`src/hdl/ppfs_pkg.sv`:
```
`timescale 1ns / 1ps
// ----------------------------------------------------------------------------
// ppfs_pkg
// Shared types and constants of the pump pressure fault supervisor.
// ----------------------------------------------------------------------------
package ppfs_pkg;

  // debounce length of the analog limits, and settling ticks after stop entry
  localparam int DEBOUNCE_TICKS  = 3;
  localparam int STOP_WAIT_TICKS = 1;

  localparam logic [3:0]  CNT_MAX         = 4'hF;
  localparam logic [15:0] LOW_PRESS_FLOOR = 16'd20;
  localparam int          DRIVE_SW_FAULT_BIT = 3;

  // pump states
  localparam logic [2:0] ST_STOP    = 3'd0;
  localparam logic [2:0] ST_PRESS   = 3'd1;
  localparam logic [2:0] ST_HOLD    = 3'd2;
  localparam logic [2:0] ST_RELEASE = 3'd3;
  localparam logic [2:0] ST_SETTING = 3'd4;
  localparam logic [2:0] ST_FAULT   = 3'd5;
  localparam logic [2:0] ST_NONE    = 3'd7;

  // motor commands
  localparam logic [1:0] MC_STOP  = 2'd0;
  localparam logic [1:0] MC_RUN   = 2'd1;
  localparam logic [1:0] MC_FAULT = 2'd2;
  localparam logic [1:0] MC_WAIT  = 2'd3;

  // fault bitmap positions
  localparam int FB_PSENS     = 0;
  localparam int FB_TSENS     = 1;
  localparam int FB_LSENS     = 2;
  localparam int FB_OVERPRESS = 3;
  localparam int FB_OVERHEAT  = 4;
  localparam int FB_LOWLEVEL  = 5;
  localparam int FB_LINK      = 6;
  localparam int FB_DRIVE     = 7;

  // register indexes
  localparam int CFG_ADDR_W = 5;
  localparam logic [2:0] REG_TARGET   = 3'd0;
  localparam logic [2:0] REG_MAXP     = 3'd1;
  localparam logic [2:0] REG_HYST     = 3'd2;
  localparam logic [2:0] REG_SEVERE   = 3'd3;
  localparam logic [2:0] REG_OIL_TEMP = 3'd4;
  localparam logic [2:0] REG_MIN_LVL  = 3'd5;

  typedef struct packed {
    logic [15:0]        pressure;
    logic signed [11:0] oil_temp;
    logic [9:0]         liquid_level;
    logic               press_sensor_err;
    logic               temp_sensor_err;
    logic               level_sensor_err;
    logic               motor_link_lost;
    logic [15:0]        drive_error_code;
    logic [15:0]        drive_status_word;
    logic               mode_not_velocity;
    logic               reset_request;
    logic               setting_hold;
  } in_item_t;

  typedef struct packed {
    logic [2:0] pump_state;
    logic       valve_open;
    logic [1:0] motor_command;
    logic [7:0] fault_bitmap;
    logic       sensors_ready;
    logic       reset_rejected;
  } out_item_t;

endpackage

```
`src/hdl/ppfs_if.sv`:
```
`timescale 1ns / 1ps
// ----------------------------------------------------------------------------
// ppfs_in_if / ppfs_out_if
// Valid/ready channels for supervision ticks and their results.
// ----------------------------------------------------------------------------
interface ppfs_in_if;
  logic               valid;
  logic               ready;
  logic [15:0]        pressure;
  logic signed [11:0] oil_temp;
  logic [9:0]         liquid_level;
  logic               press_sensor_err;
  logic               temp_sensor_err;
  logic               level_sensor_err;
  logic               motor_link_lost;
  logic [15:0]        drive_error_code;
  logic [15:0]        drive_status_word;
  logic               mode_not_velocity;
  logic               reset_request;
  logic               setting_hold;

  modport source (
    output valid, pressure, oil_temp, liquid_level, press_sensor_err,
           temp_sensor_err, level_sensor_err, motor_link_lost, drive_error_code,
           drive_status_word, mode_not_velocity, reset_request, setting_hold,
    input  ready
  );
  modport sink (
    input  valid, pressure, oil_temp, liquid_level, press_sensor_err,
           temp_sensor_err, level_sensor_err, motor_link_lost, drive_error_code,
           drive_status_word, mode_not_velocity, reset_request, setting_hold,
    output ready
  );
endinterface

interface ppfs_out_if;
  logic       valid;
  logic       ready;
  logic [2:0] pump_state;
  logic       valve_open;
  logic [1:0] motor_command;
  logic [7:0] fault_bitmap;
  logic       sensors_ready;
  logic       reset_rejected;

  modport source (
    output valid, pump_state, valve_open, motor_command, fault_bitmap,
           sensors_ready, reset_rejected,
    input  ready
  );
  modport sink (
    input  valid, pump_state, valve_open, motor_command, fault_bitmap,
           sensors_ready, reset_rejected,
    output ready
  );
endinterface

```
`src/hdl/pump_pressure_fault_supervisor_top.sv`:
```
`timescale 1ns / 1ps
// ----------------------------------------------------------------------------
// pump_pressure_fault_supervisor_top
// Debounced limit checks, fault bitmap and pump state machine per tick.
// ----------------------------------------------------------------------------
// usage
//   in_if   : one supervision tick per item (readings, sensor/link/drive flags,
//             operator reset and setting-hold levels)
//   out_if  : one result item per tick: pump state, valve and motor commands,
//             fault bitmap, sensors-ready and reset-rejected flags
//   cfg_*   : apb-style write/read of the six limits, register i at 4*i,
//             pready tied high; write only while no item is in flight
//   path    : input accept goes to the input register, then one pass of
//             compare/update logic into the result register
//   rate    : one item per cycle while out_if.ready is high; the only loop is
//             the state registers fed back into the combinational update logic
//   stall   : while out_if.ready is low the result holds, one more item can
//             wait in the input register, then in_if.ready drops
//   reset   : rst_n low clears both stages, limits return to their defaults,
//             state goes to stop with entry actions pending
// ----------------------------------------------------------------------------
module pump_pressure_fault_supervisor_top
  import ppfs_pkg::*;
(
  input  logic                  clk,
  input  logic                  rst_n,
  ppfs_in_if.sink               in_if,
  ppfs_out_if.source            out_if,
  input  logic                  cfg_psel,
  input  logic                  cfg_penable,
  input  logic                  cfg_pwrite,
  input  logic [CFG_ADDR_W-1:0] cfg_paddr,
  input  logic [31:0]           cfg_pwdata,
  output logic [31:0]           cfg_prdata,
  output logic                  cfg_pready
);

  // configuration registers
  logic [15:0]        target_r, maxp_r, hyst_r, severe_r;
  logic signed [11:0] oil_lim_r;
  logic [9:0]         min_lvl_r;

  // pipeline registers
  logic      s1_valid_r, out_valid_r;
  in_item_t  s1_r;
  out_item_t out_r, out_nxt;

  // supervisor state
  logic [2:0] cur_r, cur_nxt, prev_r, prev_nxt;
  logic [1:0] motor_r, motor_nxt;
  logic       valve_r, valve_nxt;
  logic [3:0] op_cnt_r, op_cnt_nxt, oh_cnt_r, oh_cnt_nxt, ll_cnt_r, ll_cnt_nxt;
  logic       sev_r, sev_nxt;
  logic       rreq_prev_r;
  logic [3:0] wait_r, wait_nxt;

  logic adv, work, cfg_wr;

  // ------------------------------------------------------------------
  // handshake: result register frees when taken, input stage follows
  // ------------------------------------------------------------------
  assign adv         = !out_valid_r || out_if.ready;
  assign in_if.ready = !s1_valid_r || adv;
  assign work        = s1_valid_r && adv;

  always_ff @(posedge clk) begin
    if (!rst_n) begin
      s1_valid_r  <= 1'b0;
      out_valid_r <= 1'b0;
    end else begin
      if (in_if.ready) s1_valid_r <= in_if.valid;
      if (adv) out_valid_r <= s1_valid_r;
    end
  end

  // payload capture, no reset needed
  always_ff @(posedge clk) begin
    if (in_if.valid && in_if.ready) begin
      s1_r.pressure          <= in_if.pressure;
      s1_r.oil_temp          <= in_if.oil_temp;
      s1_r.liquid_level      <= in_if.liquid_level;
      s1_r.press_sensor_err  <= in_if.press_sensor_err;
      s1_r.temp_sensor_err   <= in_if.temp_sensor_err;
      s1_r.level_sensor_err  <= in_if.level_sensor_err;
      s1_r.motor_link_lost   <= in_if.motor_link_lost;
      s1_r.drive_error_code  <= in_if.drive_error_code;
      s1_r.drive_status_word <= in_if.drive_status_word;
      s1_r.mode_not_velocity <= in_if.mode_not_velocity;
      s1_r.reset_request     <= in_if.reset_request;
      s1_r.setting_hold      <= in_if.setting_hold;
    end
    if (work) out_r <= out_nxt;
  end

  assign out_if.valid          = out_valid_r;
  assign out_if.pump_state     = out_r.pump_state;
  assign out_if.valve_open     = out_r.valve_open;
  assign out_if.motor_command  = out_r.motor_command;
  assign out_if.fault_bitmap   = out_r.fault_bitmap;
  assign out_if.sensors_ready  = out_r.sensors_ready;
  assign out_if.reset_rejected = out_r.reset_rejected;

  // ------------------------------------------------------------------
  // configuration port
  // ------------------------------------------------------------------
  assign cfg_pready = 1'b1;
  assign cfg_wr     = cfg_psel && cfg_penable && cfg_pwrite && cfg_pready;

  always_ff @(posedge clk) begin
    if (!rst_n) begin
      target_r  <= 16'd500;
      maxp_r    <= 16'd2000;
      hyst_r    <= 16'd30;
      severe_r  <= 16'd2200;
      oil_lim_r <= 12'sd850;
      min_lvl_r <= 10'd200;
    end else if (cfg_wr) begin
      unique case (cfg_paddr[4:2])
        REG_TARGET:   target_r  <= cfg_pwdata[15:0];
        REG_MAXP:     maxp_r    <= cfg_pwdata[15:0];
        REG_HYST:     hyst_r    <= cfg_pwdata[15:0];
        REG_SEVERE:   severe_r  <= cfg_pwdata[15:0];
        REG_OIL_TEMP: oil_lim_r <= $signed(cfg_pwdata[11:0]);
        REG_MIN_LVL:  min_lvl_r <= cfg_pwdata[9:0];
        default: ;
      endcase
    end
  end

  always_comb begin
    unique case (cfg_paddr[4:2])
      REG_TARGET:   cfg_prdata = {16'd0, target_r};
      REG_MAXP:     cfg_prdata = {16'd0, maxp_r};
      REG_HYST:     cfg_prdata = {16'd0, hyst_r};
      REG_SEVERE:   cfg_prdata = {16'd0, severe_r};
      REG_OIL_TEMP: cfg_prdata = {{20{oil_lim_r[11]}}, oil_lim_r};
      REG_MIN_LVL:  cfg_prdata = {22'd0, min_lvl_r};
      default:      cfg_prdata = 32'd0;
    endcase
  end

  // ------------------------------------------------------------------
  // one tick of supervision
  // ------------------------------------------------------------------
  logic       trig, op_cond, oh_cond, ll_cond;
  logic       op_hit, oh_hit, ll_hit;
  logic       drive_fault, mode_bad, auto_f, lock_f, any_f, entry;
  logic       below_band, at_max, at_tgt, above_floor;
  logic       temp_hot, level_low_eq, rejected;
  logic [7:0] bits;
  logic [2:0] st_a, st_b;

  function automatic logic [3:0] sat_inc(input logic [3:0] c);
    return (c == CNT_MAX) ? CNT_MAX : c + 4'd1;
  endfunction

  always_comb begin
    trig = s1_r.reset_request && !rreq_prev_r;

    // debounced analog limits
    temp_hot     = s1_r.oil_temp >= oil_lim_r;
    level_low_eq = s1_r.liquid_level <= min_lvl_r;
    op_cond      = s1_r.pressure >= severe_r;
    oh_cond      = temp_hot;
    ll_cond      = !s1_r.level_sensor_err && (s1_r.liquid_level < min_lvl_r);

    op_cnt_nxt = op_cond ? sat_inc(op_cnt_r) : 4'd0;
    oh_cnt_nxt = oh_cond ? sat_inc(oh_cnt_r) : 4'd0;
    ll_cnt_nxt = ll_cond ? sat_inc(ll_cnt_r) : 4'd0;
    op_hit = op_cond && (op_cnt_nxt >= 4'(DEBOUNCE_TICKS));
    oh_hit = oh_cond && (oh_cnt_nxt >= 4'(DEBOUNCE_TICKS));
    ll_hit = ll_cond && (ll_cnt_nxt >= 4'(DEBOUNCE_TICKS));
    sev_nxt = op_cond ? (op_hit || sev_r) : 1'b0;

    // link loss masks the drive checks
    mode_bad    = !s1_r.motor_link_lost && s1_r.mode_not_velocity;
    drive_fault = !s1_r.motor_link_lost &&
                  ((s1_r.drive_error_code != 16'd0) ||
                   s1_r.drive_status_word[DRIVE_SW_FAULT_BIT]);

    bits = 8'd0;
    bits[FB_PSENS]     = s1_r.press_sensor_err;
    bits[FB_TSENS]     = s1_r.temp_sensor_err;
    bits[FB_LSENS]     = s1_r.level_sensor_err;
    bits[FB_OVERPRESS] = op_hit;
    bits[FB_OVERHEAT]  = oh_hit;
    bits[FB_LOWLEVEL]  = ll_hit;
    bits[FB_LINK]      = s1_r.motor_link_lost;
    bits[FB_DRIVE]     = drive_fault;

    auto_f = drive_fault || s1_r.motor_link_lost || sev_nxt || mode_bad ||
             s1_r.press_sensor_err || s1_r.temp_sensor_err || s1_r.level_sensor_err;
    lock_f = oh_hit || ll_hit;
    any_f  = auto_f || lock_f;

    // pressure compares; band test as p + hyst < target avoids a signed band
    below_band  = ({1'b0, s1_r.pressure} + {1'b0, hyst_r}) < {1'b0, target_r};
    at_max      = s1_r.pressure >= maxp_r;
    at_tgt      = s1_r.pressure >= target_r;
    above_floor = s1_r.pressure > LOW_PRESS_FLOOR;

    // forced states: setting hold first, then fault
    if (s1_r.setting_hold)        st_a = ST_SETTING;
    else if (cur_r == ST_SETTING) st_a = ST_STOP;
    else                          st_a = cur_r;
    if (any_f && (st_a != ST_SETTING) && (st_a != ST_FAULT)) st_b = ST_FAULT;
    else                                                     st_b = st_a;

    entry    = prev_r != st_b;
    prev_nxt = st_b;

    cur_nxt   = st_b;
    motor_nxt = motor_r;
    valve_nxt = valve_r;
    wait_nxt  = wait_r;
    rejected  = 1'b0;

    unique case (st_b)
      ST_SETTING: begin
        if (entry && motor_nxt != MC_FAULT) motor_nxt = MC_STOP;
        if (any_f) motor_nxt = MC_STOP;
      end
      ST_STOP: begin
        if (entry) begin
          wait_nxt  = 4'd0;
          valve_nxt = 1'b0;
          if (motor_nxt != MC_FAULT) motor_nxt = MC_STOP;
        end
        // settle before any pressure decision
        if (wait_nxt < 4'(STOP_WAIT_TICKS)) begin
          wait_nxt = wait_nxt + 4'd1;
        end else begin
          if (below_band && above_floor) cur_nxt = ST_PRESS;
          if (at_max) cur_nxt = ST_RELEASE;
        end
      end
      ST_PRESS: begin
        if (entry) motor_nxt = MC_RUN;
        if (at_tgt) cur_nxt = ST_HOLD;
        if (at_max) cur_nxt = ST_STOP;
      end
      ST_HOLD: begin
        if (entry) motor_nxt = MC_RUN;
        if (below_band) cur_nxt = ST_PRESS;
        if (at_max) cur_nxt = ST_STOP;
      end
      ST_RELEASE: begin
        if (entry) begin
          valve_nxt = 1'b1;
          if (motor_nxt != MC_FAULT) motor_nxt = MC_STOP;
        end
        if (!above_floor) begin
          valve_nxt = 1'b0;
          cur_nxt   = ST_STOP;
        end
      end
      default: begin
        // fault: auto clear, then the manual re-check on a reset edge
        if (entry) motor_nxt = MC_FAULT;
        valve_nxt = sev_nxt;
        if (!any_f) begin
          cur_nxt   = ST_STOP;
          motor_nxt = MC_WAIT;
        end
        if (trig) begin
          if (temp_hot || level_low_eq) begin
            rejected = 1'b1;
          end else begin
            cur_nxt   = ST_STOP;
            motor_nxt = MC_WAIT;
          end
        end
      end
    endcase

    out_nxt.pump_state     = cur_nxt;
    out_nxt.valve_open     = valve_nxt;
    out_nxt.motor_command  = motor_nxt;
    out_nxt.fault_bitmap   = bits;
    out_nxt.sensors_ready  = (bits[FB_LSENS:FB_PSENS] == 3'd0);
    out_nxt.reset_rejected = rejected;
  end

  always_ff @(posedge clk) begin
    if (!rst_n) begin
      cur_r       <= ST_STOP;
      prev_r      <= ST_NONE;
      motor_r     <= MC_STOP;
      valve_r     <= 1'b0;
      op_cnt_r    <= 4'd0;
      oh_cnt_r    <= 4'd0;
      ll_cnt_r    <= 4'd0;
      sev_r       <= 1'b0;
      rreq_prev_r <= 1'b0;
      wait_r      <= 4'd0;
    end else if (work) begin
      cur_r       <= cur_nxt;
      prev_r      <= prev_nxt;
      motor_r     <= motor_nxt;
      valve_r     <= valve_nxt;
      op_cnt_r    <= op_cnt_nxt;
      oh_cnt_r    <= oh_cnt_nxt;
      ll_cnt_r    <= ll_cnt_nxt;
      sev_r       <= sev_nxt;
      rreq_prev_r <= s1_r.reset_request;
      wait_r      <= wait_nxt;
    end
  end

endmodule

```
`src/flat_wrapper.sv`:
```
// flat-port wrapper written by rule: the top's interface ports become plain ports
module pump_pressure_fault_supervisor_top_flat import ppfs_pkg::*;
  (clk, rst_n, cfg_psel, cfg_penable, cfg_pwrite, cfg_paddr, cfg_pwdata, cfg_prdata, cfg_pready, in_if_valid, in_if_pressure, in_if_oil_temp, in_if_liquid_level, in_if_press_sensor_err, in_if_temp_sensor_err, in_if_level_sensor_err, in_if_motor_link_lost, in_if_drive_error_code, in_if_drive_status_word, in_if_mode_not_velocity, in_if_reset_request, in_if_setting_hold, in_if_ready, out_if_valid, out_if_pump_state, out_if_valve_open, out_if_motor_command, out_if_fault_bitmap, out_if_sensors_ready, out_if_reset_rejected, out_if_ready);
  ppfs_in_if in_if_i ();
  ppfs_out_if out_if_i ();
  input  logic clk;
  input  logic rst_n;
  input  logic cfg_psel;
  input  logic cfg_penable;
  input  logic cfg_pwrite;
  input  logic [CFG_ADDR_W-1:0] cfg_paddr;
  input  logic [31:0] cfg_pwdata;
  output logic [31:0] cfg_prdata;
  output logic cfg_pready;
  input wire logic [$bits(in_if_i.valid)-1:0] in_if_valid;
  input wire logic [$bits(in_if_i.pressure)-1:0] in_if_pressure;
  input wire logic [$bits(in_if_i.oil_temp)-1:0] in_if_oil_temp;
  input wire logic [$bits(in_if_i.liquid_level)-1:0] in_if_liquid_level;
  input wire logic [$bits(in_if_i.press_sensor_err)-1:0] in_if_press_sensor_err;
  input wire logic [$bits(in_if_i.temp_sensor_err)-1:0] in_if_temp_sensor_err;
  input wire logic [$bits(in_if_i.level_sensor_err)-1:0] in_if_level_sensor_err;
  input wire logic [$bits(in_if_i.motor_link_lost)-1:0] in_if_motor_link_lost;
  input wire logic [$bits(in_if_i.drive_error_code)-1:0] in_if_drive_error_code;
  input wire logic [$bits(in_if_i.drive_status_word)-1:0] in_if_drive_status_word;
  input wire logic [$bits(in_if_i.mode_not_velocity)-1:0] in_if_mode_not_velocity;
  input wire logic [$bits(in_if_i.reset_request)-1:0] in_if_reset_request;
  input wire logic [$bits(in_if_i.setting_hold)-1:0] in_if_setting_hold;
  output wire logic [$bits(in_if_i.ready)-1:0] in_if_ready;
  output wire logic [$bits(out_if_i.valid)-1:0] out_if_valid;
  output wire logic [$bits(out_if_i.pump_state)-1:0] out_if_pump_state;
  output wire logic [$bits(out_if_i.valve_open)-1:0] out_if_valve_open;
  output wire logic [$bits(out_if_i.motor_command)-1:0] out_if_motor_command;
  output wire logic [$bits(out_if_i.fault_bitmap)-1:0] out_if_fault_bitmap;
  output wire logic [$bits(out_if_i.sensors_ready)-1:0] out_if_sensors_ready;
  output wire logic [$bits(out_if_i.reset_rejected)-1:0] out_if_reset_rejected;
  input wire logic [$bits(out_if_i.ready)-1:0] out_if_ready;
  assign in_if_i.valid = in_if_valid;
  assign in_if_i.pressure = in_if_pressure;
  assign in_if_i.oil_temp = in_if_oil_temp;
  assign in_if_i.liquid_level = in_if_liquid_level;
  assign in_if_i.press_sensor_err = in_if_press_sensor_err;
  assign in_if_i.temp_sensor_err = in_if_temp_sensor_err;
  assign in_if_i.level_sensor_err = in_if_level_sensor_err;
  assign in_if_i.motor_link_lost = in_if_motor_link_lost;
  assign in_if_i.drive_error_code = in_if_drive_error_code;
  assign in_if_i.drive_status_word = in_if_drive_status_word;
  assign in_if_i.mode_not_velocity = in_if_mode_not_velocity;
  assign in_if_i.reset_request = in_if_reset_request;
  assign in_if_i.setting_hold = in_if_setting_hold;
  assign in_if_ready = in_if_i.ready;
  assign out_if_valid = out_if_i.valid;
  assign out_if_pump_state = out_if_i.pump_state;
  assign out_if_valve_open = out_if_i.valve_open;
  assign out_if_motor_command = out_if_i.motor_command;
  assign out_if_fault_bitmap = out_if_i.fault_bitmap;
  assign out_if_sensors_ready = out_if_i.sensors_ready;
  assign out_if_reset_rejected = out_if_i.reset_rejected;
  assign out_if_i.ready = out_if_ready;
  pump_pressure_fault_supervisor_top u_core (.clk(clk), .rst_n(rst_n), .in_if(in_if_i), .out_if(out_if_i), .cfg_psel(cfg_psel), .cfg_penable(cfg_penable), .cfg_pwrite(cfg_pwrite), .cfg_paddr(cfg_paddr), .cfg_pwdata(cfg_pwdata), .cfg_prdata(cfg_prdata), .cfg_pready(cfg_pready));
endmodule
```
`config.mk`:
```
export PLATFORM = sky130hd
export DESIGN_NAME = pump_pressure_fault_supervisor_top_flat
export DESIGN_NICKNAME = d
export VERILOG_FILES = /design/src/hdl/ppfs_pkg.sv /design/src/hdl/ppfs_if.sv /design/src/hdl/pump_pressure_fault_supervisor_top.sv /design/src/flat_wrapper.sv
export SDC_FILE = /design/constraint.sdc
export NUM_CORES = 1
export LEC_CHECK = 0
export BUFFER_PORTS_ARGS = -buffer_cell sky130_fd_sc_hd__buf_2
export CORE_ASPECT_RATIO = 1.5
export CORE_MARGIN = 1.5
export CORE_UTILIZATION = 50
export CTS_CLUSTER_DIAMETER = 30
export CTS_CLUSTER_SIZE = 40
export DETAILED_ROUTE_END_ITERATION = 10
export HOLD_SLACK_MARGIN = 0.1
export PLACE_DENSITY = 0.68
export SYNTH_ARGS = -nofsm -noshare
export SYNTH_HDL_FRONTEND = slang
export SYNTH_SLANG_ARGS = --single-unit
export TNS_END_PERCENT = 50
```
`constraint.sdc`:
```
create_clock -name clk -period 7.15 [get_ports clk]
set_clock_uncertainty 0.15 [all_clocks]
set_input_delay 1.0725 -clock clk [delete_from_list [all_inputs] [get_ports clk]]
set_output_delay 1.0725 -clock clk [all_outputs]
set_load 0.02 [all_outputs]
```
==> run metrics <==
First-pass DRT Iterations 5; Tcrit/Tclk final around two thirds; critical path depth 18; CP required a little over 7 ns; 1st-iter DRT viols between 500 and 600; setup TNS 0 ns; Util after Layout 56.82%; multi-input logic area between 5000 and 6000 sq um; Buf/Inv on CP 0; site row count between 60 and 70; Worst-Margin Slew between 1 and 1.5 ns; CTS H-tree depth 4; worst-skew pair later-pin latency between 0.4 and 0.5 ns; Hold/Removal Path Class flip-flop to flip-flop; post-DP HPWL about 20000 microns; register area share after synthesis 42.50%; largest net degree at the start of global routing 60; Mapped Avg Cell Area about 9.3 sq um; simple-gate portion of the synthesized area approximately 16%; Worst Setup End Kind flip-flop; worst path cell trace ha_1 -> fa_1 -> a211oi_1 -> o21bai_1 -> a211oi_1 -> o31ai_1 -> or3_1 -> a21oi_1 -> xnor2_1 -> ha_1 -> nor2b_1 -> o21ai_0 -> o2111a_1 -> a21oi_1 -> nor2_1 -> a311o_1 -> nand3_1 -> nand2_1; slew margin rel. between 20% and 30%; share of cells above drive strength 1 approximately 16%; synthesized instance count about 1200; post-CTS sizing 0; Synth area leaders edfxtp_1 21%, dfxtp_1 21%, ha_1 12%; synthesized area ~11000 sq um; post-synthesis mux area share about 3.2%; WL final between 20000 and 30000 microns; Core Area between 20000 and 25000 sq um; CTS tree done; Post-synth top flop dfxtp_1; largest family of logic cells by synthesized area compound AO/OA/AOI/OAI gates; Worst R2R End u_core.out_if.pump_state[0]$_DFFE_PP_; vias in the first global route about 8500; final-stage net count around 1500; LEAKAGE just under 5 nW; maxcap violations 0; Synth Area in Compound Gates about a fifth; Top delay family on crit path compound AO/OA/AOI/OAI gates; RSZ-0062 raised after global routing no; Final Hold Vio Count 0; Seq cells post-synth 193; Post-Synth XOR/XNOR Area 1.362%; library cells used by synthesis just under 80; Post-Synth Adder-Cell Area between 10% and 20%; gr usage total 24.61%; DR DRC count 0; Power Dens Cells 194.8 nW/um^2; global-route wire length before repair between 40000 and 50000 microns; Yosys Warn Count 0; vias between 8000 and 9000; worst-path fanout max 3; DR WL/cell 17.58 microns; effective utilization at floorplan about half; CTS root buf clkbuf_16; Final ANT Viol Nets 0; Clock Tree Buf Depth 2; area grow syn2layout 12.07%; Setup Buffers After CTS 0; Largest stage delay, worst path 0.44 ns; area leader, netlist edfxtp_1; final critical-path required period between 4 and 5 ns; CP max stage cell edfxtp_1; Chip Width roughly 120 microns; most common cell in the netlist nand2_1; filler cell count slightly below 2000; commonest cells in the netlist 191 x nand2_1, 115 x dfxtp_1, 104 x ha_1; Ant. Diodes 0; Worst R2R Path Depth 18; Worst Path Arrival 4.72 ns; Post-CTS Hold Buffers 0; critical path endpoint u_core.out_if.pump_state[0]$_DFFE_PP_; Die Y ~180 microns; # IOs 172; asr flop ratio synth 0%; Worst Path Class, Setup flip-flop to flip-flop; status finished clean; full die area around 23000 sq um; endpoints failing setup 0; Via density 5.726; register area approximately 4600 sq um; grt ovf 0; crit path launch type flip-flop; Net Count, Synth 1402; antenna violations before repair 0; Max Slew Vio Count 0; worst setup path startpoint u_core.s1_r[61]$_DFFE_PP_; RR Startpoint u_core.s1_r[61]$_DFFE_PP_; top cell type's share of synthesized area a little over a fifth; CTS Buf Count 17; reg2reg setup slack ~2.5 ns; CTS Sinks around 190; clock-pin slew on the worst setup and hold paths about 0.080 ns; # port buffers about 140; number of flops mapped to enable cells by yosys 78; maximum clock frequency about 0.21 GHz; peak supply drop approximately 0.16 mV; Final GP Congestion 0.8702
-- how the worst min path moves through the flow --
stage | slack [ns] | startpoint | cells past startpoint | endpoint
after floorplan | 0.27 | u_core.wait_r[1]$_SDFFE_PN0P_ | 2 | u_core.wait_r[1]$_SDFFE_PN0P_
after global placement | 0.28 | u_core.wait_r[2]$_SDFFE_PN0P_ | 2 | u_core.wait_r[2]$_SDFFE_PN0P_
after detailed placement | 0.28 | u_core.wait_r[1]$_SDFFE_PN0P_ | 2 | u_core.wait_r[1]$_SDFFE_PN0P_
after CTS | 0.29 | u_core.wait_r[2]$_SDFFE_PN0P_ | 2 | u_core.wait_r[2]$_SDFFE_PN0P_
after global routing | 0.30 | u_core.wait_r[2]$_SDFFE_PN0P_ | 2 | u_core.wait_r[2]$_SDFFE_PN0P_
final | 0.29 | u_core.wait_r[2]$_SDFFE_PN0P_ | 2 | u_core.wait_r[2]$_SDFFE_PN0P_
-- cell usage in the layout, fill, tap and decap left out, types with 7 or more instances in the layout --
master / instances
inv_1: 92
nor2b_1: 13
and3_1: 7
a31oi_1: 17
ha_1: 104
o21ai_1: 7
o21ai_0: 41
mux2i_1: 19
nand2b_1: 16
nand4_1: 13
nand2_1: 191
o211ai_1: 31
buf_2: 137
edfxtp_1: 78
a211oi_1: 10
nor4_1: 7
nand3_1: 26
a21o_1: 15
a21boi_0: 62
a21oi_1: 53
nor3_1: 17
clkbuf_16: 17
dfxtp_1: 115
xnor2_1: 14
nor2_1: 54
-- per-layer routing --
metal  up-vias  part of all wire [%]  GRT usage, %  routed length (microns)
met5         -                     0             0                        0
met4         0                   3.2         11.08                      879
met3        46                   5.3         4.932                     1448
met2       262                    50         42.63                    13630
met1      4233                    42         28.96                    11410
li1       4375                     -             -                        -
-- layout make-up --
cell class / instances / area share [%]
timing repair buffer: 142 / 5.905
clock buffer: 17 / 3.474
multi-input combinational: 825 / 46.05
tap: 272 / 2.779
inverter: 93 / 2.850
clock inverter: 15 / 1.022
sequential: 193 / 37.92
-- tightest hold or removal path, delay by kind of cell (launching register included) --
kind	cells	cell delay, ns
DFF	1	0.30
buffers and inverters	1	0.06
and+or+nand+nor	1	0.04
-- metrics by stage --
stage | total power [mW] | setup slack, ns | hold WS, ns | area (sq um) | cells
2_1_floorplan | 1.405 | 3.183 | 0.2653 | 10930 | 1176
3_3_place_gp | 1.497 | 2.620 | 0.2771 | 11700 | 1525
4_1_cts | 2.407 | 2.480 | 0.2911 | 12250 | 1557
6_report | 2.385 | 2.468 | 0.2891 | 12250 | 1557
3_5_place_dp | 1.504 | 2.514 | 0.2800 | 11700 | 1525
5_1_grt | 2.476 | 2.066 | 0.3020 | 12250 | 1557
-- power by group --
group | switching, mW | total, mW | internal, mW
combinational | 0.162 | 0.269 | 0.107
sequential | 0.0292 | 1.21 | 1.18
clock | 0.450 | 0.905 | 0.455
total | 0.641 | 2.39 | 1.74
-- cells by family after synthesis --
logic type,after synthesis
simple gates,376
xor+xnor,17
buf+inv,158
compound gates,299
flops,193
fa+ha+maj,105
mux,27
other cells,1
-- flip-flops by register name, summed over array words and instances, names as in the netlist, 4 cells and up --
signal and count:
u_core.bits 4, u_core.hyst_r 16, u_core.ll_cnt_r 4, u_core.maxp_r 16, u_core.min_lvl_r 10, u_core.oh_cnt_r 4
u_core.oil_lim_r 12, u_core.op_cnt_r 4, u_core.out_if.fault_bitmap 8, u_core.s1_r 58, u_core.severe_r 16, u_core.target_r 16
u_core.wait_r 4
Note: power is estimated with default switching activity, not from simulation.
